`src/rtl/rcwd_pkg.sv`:
```
`default_nettype none
package rcwd_pkg;

   localparam int CORDIC_STEPS = 14;
   localparam int LANES        = 4;
   localparam int QUOT_W       = 16;
   localparam int CS_W         = 18;
   localparam int Z_W          = 17;
   localparam int DIR_W        = 32;
   localparam int NM_W         = 34;
   localparam int DABS_W       = 32;
   localparam int NUM_W        = NM_W + QUOT_W;

   localparam logic signed [CS_W-1:0] CORDIC_START = 18'sd9949;

   localparam logic [1:0] WALL_BOTTOM = 2'd0;
   localparam logic [1:0] WALL_RIGHT  = 2'd1;
   localparam logic [1:0] WALL_TOP    = 2'd2;
   localparam logic [1:0] WALL_LEFT   = 2'd3;

   localparam logic [1:0] REG_FIELD_WIDTH  = 2'd0;
   localparam logic [1:0] REG_FIELD_HEIGHT = 2'd1;
   localparam logic [1:0] REG_MAX_RANGE    = 2'd2;

   typedef struct packed {
      logic              hit;
      logic [NM_W-1:0]   nm;
      logic [DABS_W-1:0] dabs;
   } lane_type;

   typedef lane_type [LANES-1:0] ray_type;

   // arctangent per step, binary angle units
   function automatic logic signed [Z_W-1:0] atan_step(input int step);
      logic signed [Z_W-1:0] a;
      case (step)
         0:       a = 17'sd8192;
         1:       a = 17'sd4836;
         2:       a = 17'sd2555;
         3:       a = 17'sd1297;
         4:       a = 17'sd651;
         5:       a = 17'sd326;
         6:       a = 17'sd163;
         7:       a = 17'sd81;
         8:       a = 17'sd41;
         9:       a = 17'sd20;
         10:      a = 17'sd10;
         11:      a = 17'sd5;
         12:      a = 17'sd3;
         13:      a = 17'sd1;
         default: a = '0;
      endcase
      return a;
   endfunction

endpackage
`default_nettype wire

```
`src/rtl/rcwd_queue.sv`:
```
`default_nettype none
module rcwd_queue #(
   parameter int DEPTH = 4
) (
   input  wire logic               clock,
   input  wire logic               reset,
   input  wire logic               push_valid,
   output logic                    push_ready,
   input  wire rcwd_pkg::ray_type  push_data,
   output logic                    pop_valid,
   input  wire logic               pop_ready,
   output rcwd_pkg::ray_type       pop_data
);

   localparam int PTR_W = $clog2(DEPTH);
   localparam int CNT_W = $clog2(DEPTH + 1);

   rcwd_pkg::ray_type entries_ff [DEPTH];
   logic [PTR_W-1:0]  wr_ptr_ff;
   logic [PTR_W-1:0]  wr_ptr_in;
   logic [PTR_W-1:0]  rd_ptr_ff;
   logic [PTR_W-1:0]  rd_ptr_in;
   logic [CNT_W-1:0]  count_ff;
   logic [CNT_W-1:0]  count_in;
   logic              push;
   logic              pop;

   assign push_ready = (count_ff != CNT_W'(DEPTH));
   assign pop_valid  = (count_ff != '0);
   assign push       = push_valid && push_ready;
   assign pop        = pop_valid && pop_ready;
   assign pop_data   = entries_ff[rd_ptr_ff];

   assign wr_ptr_in = !push ? wr_ptr_ff
                    : (wr_ptr_ff == PTR_W'(DEPTH - 1)) ? '0 : wr_ptr_ff + 1'b1;
   assign rd_ptr_in = !pop ? rd_ptr_ff
                    : (rd_ptr_ff == PTR_W'(DEPTH - 1)) ? '0 : rd_ptr_ff + 1'b1;
   assign count_in  = count_ff + CNT_W'(push) - CNT_W'(pop);

   always_ff @(posedge clock) begin
      if (reset) begin
         wr_ptr_ff <= '0;
         rd_ptr_ff <= '0;
         count_ff  <= '0;
      end else begin
         wr_ptr_ff <= wr_ptr_in;
         rd_ptr_ff <= rd_ptr_in;
         count_ff  <= count_in;
      end
   end

   always_ff @(posedge clock) begin
      if (push) begin
         entries_ff[wr_ptr_ff] <= push_data;
      end
   end

   a_count_bound: assert property (@(posedge clock) disable iff (reset)
      count_ff <= CNT_W'(DEPTH))
      else $error("queue count above depth");

   a_count_track: assert property (@(posedge clock) disable iff (reset)
      !$past(reset) |-> count_ff == CNT_W'($past(count_ff) + CNT_W'($past(push))
                                           - CNT_W'($past(pop))))
      else $error("queue count lost a transfer");

   a_first_entry: assert property (@(posedge clock) disable iff (reset)
      (push && count_ff == '0) |=> pop_data == $past(push_data))
      else $error("queue head differs from written entry");

endmodule
`default_nettype wire

```
`config.mk`:
```
export PLATFORM = sky130hd
export DESIGN_NAME = rcwd_queue
export DESIGN_NICKNAME = d
export VERILOG_FILES = /design/src/rtl/rcwd_pkg.sv /design/src/rtl/rcwd_queue.sv
export SDC_FILE = /design/constraint.sdc
export NUM_CORES = 1
export LEC_CHECK = 0
export ABC_AREA = 1
export BUFFER_PORTS_ARGS = -buffer_cell sky130_fd_sc_hd__buf_2
export CAP_MARGIN = 20
export CORE_MARGIN = 5
export CORE_UTILIZATION = 54
export CTS_BUF_LIST = sky130_fd_sc_hd__clkbuf_2 sky130_fd_sc_hd__clkbuf_4 sky130_fd_sc_hd__clkbuf_8
export DETAILED_ROUTE_END_ITERATION = 6
export GPL_TIMING_DRIVEN = 1
export PLACE_DENSITY = 0.89
export SYNTH_ARGS = -nofsm -noshare
export SYNTH_HDL_FRONTEND = slang
export SYNTH_SLANG_ARGS = --single-unit
export TNS_END_PERCENT = 10
```
`constraint.sdc`:
```
create_clock -name clock -period 13.7 [get_ports clock]
set_clock_uncertainty 0.2 [all_clocks]
set_input_delay 2.055 -clock clock [delete_from_list [all_inputs] [get_ports clock]]
set_output_delay 2.055 -clock clock [all_outputs]
set_load 0.1 [all_outputs]
```
==> results by group, run 1 <==
Run status
  – Outcome: complete, no violations

Floorplanning
  – Die H: 282 µm
  – Die area: 79,400 µm²
  – Die Wd: 282 µm
  – Rows: 99
  – Core Area: around 73,000 µm²
  – I/O Pins: 542
  – Starting density of the core: 0.546

Clock network
  – Clk sinks: 1,081
  – CTS tree: yes
  – CTS HTree Levels: 4
  – Hold_buf cts: 0
  – Post-cts sizing count: 0
  – CTS max path bufs: 3
  – Worst-Skew Late Latency: 0.79 ns
  – Clock transition at the registers of the reported paths: 0.07 ns
  – Root Driver: clkbuf_8
  – Post-CTS Setup Bufs: 0
  – CTS Buf Count: 160

Worst setup path
  – Worst Reg2Reg Path Length in Cells: 6
  – Startpoint Class: flip-flop
  – Crit Reg-Reg Endpoint: entries_ff[1][129]
  – Max FO, Critical Path: 86
  – Crit path capture: pop_data[205]
  – Worst Setup Path Type: reg2out
  – Critical Path End Type: output port
  – Critical path arrival: about 5.2 ns
  – RR Startpoint: count_ff[1]
  – Reg2Reg Setup Slack: between 9 and 10 ns
  – Worst EP required: 11.44 ns

Worst hold path
  – Hold WC Path Type: reg2reg
  – Hold Path Stages: 2

Synth
  – Yosys warns: 0
  – Post-synth EDFFs: ~1,100
  – Mapped Avg Cell Area: 15.0 µm²
  – Most frequent cell after synthesis: edfxtp_1
  – Synth area leaders: edfxtp_1 81%, o21ai_0 6.7%, nor2_1 5.2%
  – Syn Inst Count: 2,655
  – FF+latch count, synth: 1,081
  – Post-Syn Nets: 2,935
  – Commonest cells post-synth: 1,072 x edfxtp_1, 553 x nor2_1, 533 x o21ai_0
  – Ys flop type: edfxtp_1
  – Sequential-to-total area share from yosys stat: 0.812
  – Synth area leader: edfxtp_1
  – Yosys cell types: 24
  – Synth top area share: 0.807
  – Area of the mapped netlist: 39,900 µm²
  – Asr flop ratio synth: 0

Placement
  – Dpl ws: between 7 and 8 ns
  – Port Buf Inserts: 541
  – Cells after DPL: 4,004
  – Final GP Congestion: 0.774
  – DP Wirelength: 53,800 µm

Final layout
  – P&R area growth vs syn: 16.4%
  – Fillers: 4,714
  – Layout cell share with drive strength beyond 1: 0.247
  – Post-layout util: 0.635
  – Nets: 3,488
  – Finished Layout Cells: 4,319

Run
  – Max-cap violations: 0

Detailed routing
  – WL/cell: 22.0 µm
  – DR DRC count: 0
  – Vias/cell: 5.86
  – Final ANT Viol Nets: 0
  – DR vias: 25,300
  – DRT Pass-1 Iters: 5
  – Initial drt markers: 2,724
  – WL final: 95,100 µm

STA
  – Fmax: 134 MHz
  – RSZ-0062 raised after global routing: no
  – Minimum clock period: 7.48 ns
  – Final setup violation count: 0
  – Final setup TNS: 0 ns
  – Fin crit share: 0.546
  – Final WS setup: 6.22 ns
  – Least-Margin Pin Slew: around 1.4 ns
  – Fin. Hold Viols: 0
  – Final Max Tran Viols: 0
  – Worst relative slew slack: 0.0811

Global route
  – First-pass GRT wire length: ~140,000 µm
  – Grt total ovfl: 0
  – Number of global-route vias before repair: 25,000
  – Gr usage total: 0.227
  – Initial antenna violation count: 33
  – Largest net degree at the start of global routing: 197
## how the worst min path moves through the flow
stage / startpoint / to / slack [ns]
floorplan: rd_ptr_ff[1] / flip-flop / 0.28
global placement: rd_ptr_ff[1] / flip-flop / 0.28
detailed placement: rd_ptr_ff[1] / flip-flop / 0.30
CTS: rd_ptr_ff[1] / flip-flop / 0.31
global route: rd_ptr_ff[1] / flip-flop / 0.38
finish: rd_ptr_ff[1] / flip-flop / 0.31
## cell families (layout without fill, tap and decap cells)
kind of cell	after synthesis	in the layout	share of synthesized area
buffers and inverters	192	857	0.0222
adders and majority gates	8	8	0.00270
AOI/OAI and AO/OA	806	806	0.110
other	0	40	0
xor gates and xnor gates	1	1	0.000220
and+or+nand+nor	567	567	0.0536
DFF	1081	1081	0.812
## final cells by class
type / count / area [µm²] / area share
timing repair buffer: 569 / 2960 / 0.0638
antenna: 40 / 100 / 0.00216
sequential: 1081 / 32400 / 0.697
clock inverter: 56 / 403 / 0.00868
inverter: 14 / 76.3 / 0.00164
multi-input combinational: 1382 / 6660 / 0.143
tap: 959 / 1200 / 0.0258
clock buffer: 218 / 2650 / 0.0571
## per-stage QoR
step / instance area, µm² / hold slack, ns
3_5_place_dp: 43200 / 0.296
5_1_grt: 46400 / 0.379
3_3_place_gp: 43200 / 0.284
2_1_floorplan: 39900 / 0.279
4_1_cts: 46300 / 0.313
6_report: 46400 / 0.312
## cell usage in the layout (no fill, tap or decap), types with 2 or more instances in the layout
cell type | Yosys | routed
clkinv_2 | 0 | 9
o21ai_1 | 3 | 3
inv_1 | 12 | 12
dfxtp_4 | 0 | 2
nor2_1 | 553 | 549
buf_2 | 37 | 541
o22ai_1 | 268 | 268
clkbuf_4 | 0 | 56
edfxtp_1 | 1072 | 1072
clkbuf_8 | 0 | 162
clkinv_1 | 0 | 31
inv_12 | 0 | 5
ha_1 | 7 | 7
bufinv_16 | 0 | 2
diode_2 | 0 | 40
nand2_1 | 10 | 10
nand3b_1 | 2 | 2
buf_4 | 8 | 25
buf_12 | 1 | 2
inv_8 | 0 | 7
o21ai_0 | 533 | 533
nor2_4 | 0 | 4
dfxtp_1 | 9 | 7
## registers in the layout (all words and copies together), names as in the netlist, named ones only
register    flops
count_ff        3
entries_ff   1072
rd_ptr_ff       2
wr_ptr_ff       2
## worst max-delay path, stage by stage (launching register included)
cell	delay [ns]
dfxtp_4	0.89
buf_4	0.76
buf_4	0.79
buf_4	0.79
o21ai_0	0.27
o22ai_1	0.27
buf_2	0.49
## layer usage
layer | GRT usage | wire, µm
met4 | 0.0900 | 3050
met2 | 0.385 | 48300
met3 | 0.0811 | 11000
met5 | 0 | 120
met1 | 0.267 | 32700
Power of run 1 is left out: the tool's default activity adds up to more than one toggle a clock period on the data nets, which glitch-free logic cannot reach.
==> run 2: changes to the inputs <==
--- a/config.mk
+++ b/config.mk
@@ -13,7 +13,7 @@
 export CTS_BUF_LIST = sky130_fd_sc_hd__clkbuf_2 sky130_fd_sc_hd__clkbuf_4 sky130_fd_sc_hd__clkbuf_8
 export DETAILED_ROUTE_END_ITERATION = 6
 export GPL_TIMING_DRIVEN = 1
-export PLACE_DENSITY = 0.89
+export PLACE_DENSITY = 0.86
 export SYNTH_ARGS = -nofsm -noshare
 export SYNTH_HDL_FRONTEND = slang
 export SYNTH_SLANG_ARGS = --single-unit
==> constraint.sdc (replaced) <==
create_clock -name clock -period 7.2 [get_ports clock]
set_clock_uncertainty 0.2 [all_clocks]
set_input_delay 1.08 -clock clock [delete_from_list [all_inputs] [get_ports clock]]
set_output_delay 1.08 -clock clock [all_outputs]
set_load 0.1 [all_outputs]
==> results by group, run 2 (synthesis gave the netlist of run 1 again) <==
STA
  – Least-Margin Pin Slew: about 1.3 ns
  – Fin. Hold Viols: 0
  – Worst relative slew slack: 0.124
  – Final setup violation count: 0
  – Worst hold margin: 0.287 ns
  – Final WS setup: 1.95 ns
  – Fmax: 190 MHz
  – Final Max Tran Viols: 0
  – Fin crit share: 0.729
  – Minimum clock period: 5.25 ns
  – RSZ-0062 raised after global routing: no

Detailed routing
  – DR vias: 25,100
  – Initial drt markers: 2,556
  – WL final: 94,600 µm
  – WL/cell: around 22 µm
  – DR DRC count: 0
  – DRT Pass-1 Iters: 6
  – Final ANT Viol Nets: 0
  – Vias/cell: 5.79

Placement
  – Final GP Congestion: ~0.76
  – DP Wirelength: 52,500 µm
  – Dpl ws: 2.86 ns
  – Port Buf Inserts: 541
  – Cells after DPL: 3,996

Final layout
  – Largest Register: entries_ff
  – P&R area growth vs syn: 16.7%
  – Most common cell after layout, fill and taps aside: edfxtp_1
  – Nets: 3,482
  – Fillers: 4,844
  – Max reg flops: 1,072
  – Most frequent cells in the layout: 1,072 x edfxtp_1, 549 x nor2_1, 541 x buf_2
  – Top Registers: entries_ff x1072, count_ff x3
  – Post-layout util: 0.637
  – Layout cell share with drive strength beyond 1: 0.246
  – Finished Layout Cells: 4,324

Floorplanning
  – Die area: 79,400 µm²
  – Rows: 99
  – Core Area: 73,100 µm²
  – Die Wd: 282 µm
  – I/O Pins: 542
  – Die H: 282 µm
  – Starting density of the core: 0.546

Worst setup path
  – Critical Path End Type: output port
  – Worst Setup Path Type: reg2out
  – Startpoint Class: flip-flop
  – Max FO, Critical Path: 65
  – Critical path arrival: just under 4 ns
  – Worst EP required: roughly 6 ns

Worst hold path
  – Hold WC Path Type: in2reg

Clock network
  – Post-cts sizing count: 0
  – Hold_buf cts: 0
  – CTS tree: yes
  – CTS Buf Count: 163
  – Post-CTS Setup Bufs: 0
  – Clk sinks: 1,081
  – CTS max path bufs: 3
  – Root Driver: clkbuf_8
  – CTS HTree Levels: 4
  – Clock transition at the registers of the reported paths: 0.07 ns
  – Worst-Skew Late Latency: 0.76 ns

Global route
  – Grt total ovfl: 0
  – First-pass GRT wire length: 138,000 µm
  – Gr usage total: 0.224
  – Largest net degree at the start of global routing: approximately 260
  – Initial antenna violation count: 52
  – Number of global-route vias before repair: 24,900

Run status
  – Outcome: complete, no violations

Run
  – Max-cap violations: 0
-- run 2: cell types whose count changed in the layout (fill, tap and decap cells not counted), sizes merged --
cell,before,now
buf,569,560
bufinv,2,3
clkbuf,218,213
clkinv,42,60
clkinvlp,1,0
diode,40,41
-- run 2: worst paths after layout --
check / start / end / slack [ns] / cells past startpoint
max: flip-flop / pop_data[7] / 1.95 / 5
min: push_data[162] / entries_ff[3][162] / 0.29 / 1
max reg2reg: count_ff[1] / entries_ff[2][126] / 4.56 / 5
min reg2reg: rd_ptr_ff[0] / flip-flop / 0.31 / 2
-- run 2: layout make-up --
class,count,area [µm²],share of cell area
Sequential cell,1081,32400,0.695
Multi-Input combinational cell,1382,6660,0.143
Timing Repair Buffer,560,3000,0.0644
Clock buffer,213,2640,0.0568
Tap cell,959,1200,0.0258
Clock inverter,74,504,0.0108
Antenna cell,41,103,0.00220
Inverter,14,76.3,0.00164
-- run 2: layer usage --
metal | global-route usage | vias to the layer above | routed length [µm]
met1 | 0.259 | 12300 | 32800
met3 | 0.0863 | 258 | 10600
met5 | 0 | - | 241
li1 | - | 11200 | -
met4 | 0.0888 | 38 | 3220
met2 | 0.381 | 1261 | 47700
-- run 2: worst max-delay path: stages, from the launching register on --
cell	delay, ns
dfxtp_4	0.71
buf_4	0.65
buf_4	0.63
o21ai_0	0.28
o22ai_1	0.29
buf_2	0.48
-- run 2: stage by stage --
step | instance area, µm² | setup TNS [ns]
after floorplan | 39900 | -2233.70
after global placement | 43300 | 0
after detailed placement | 43300 | 0
after CTS | 46500 | 0
after global routing | 46500 | 0
final | 46600 | 0
Power of run 2 is left out for the same reason.
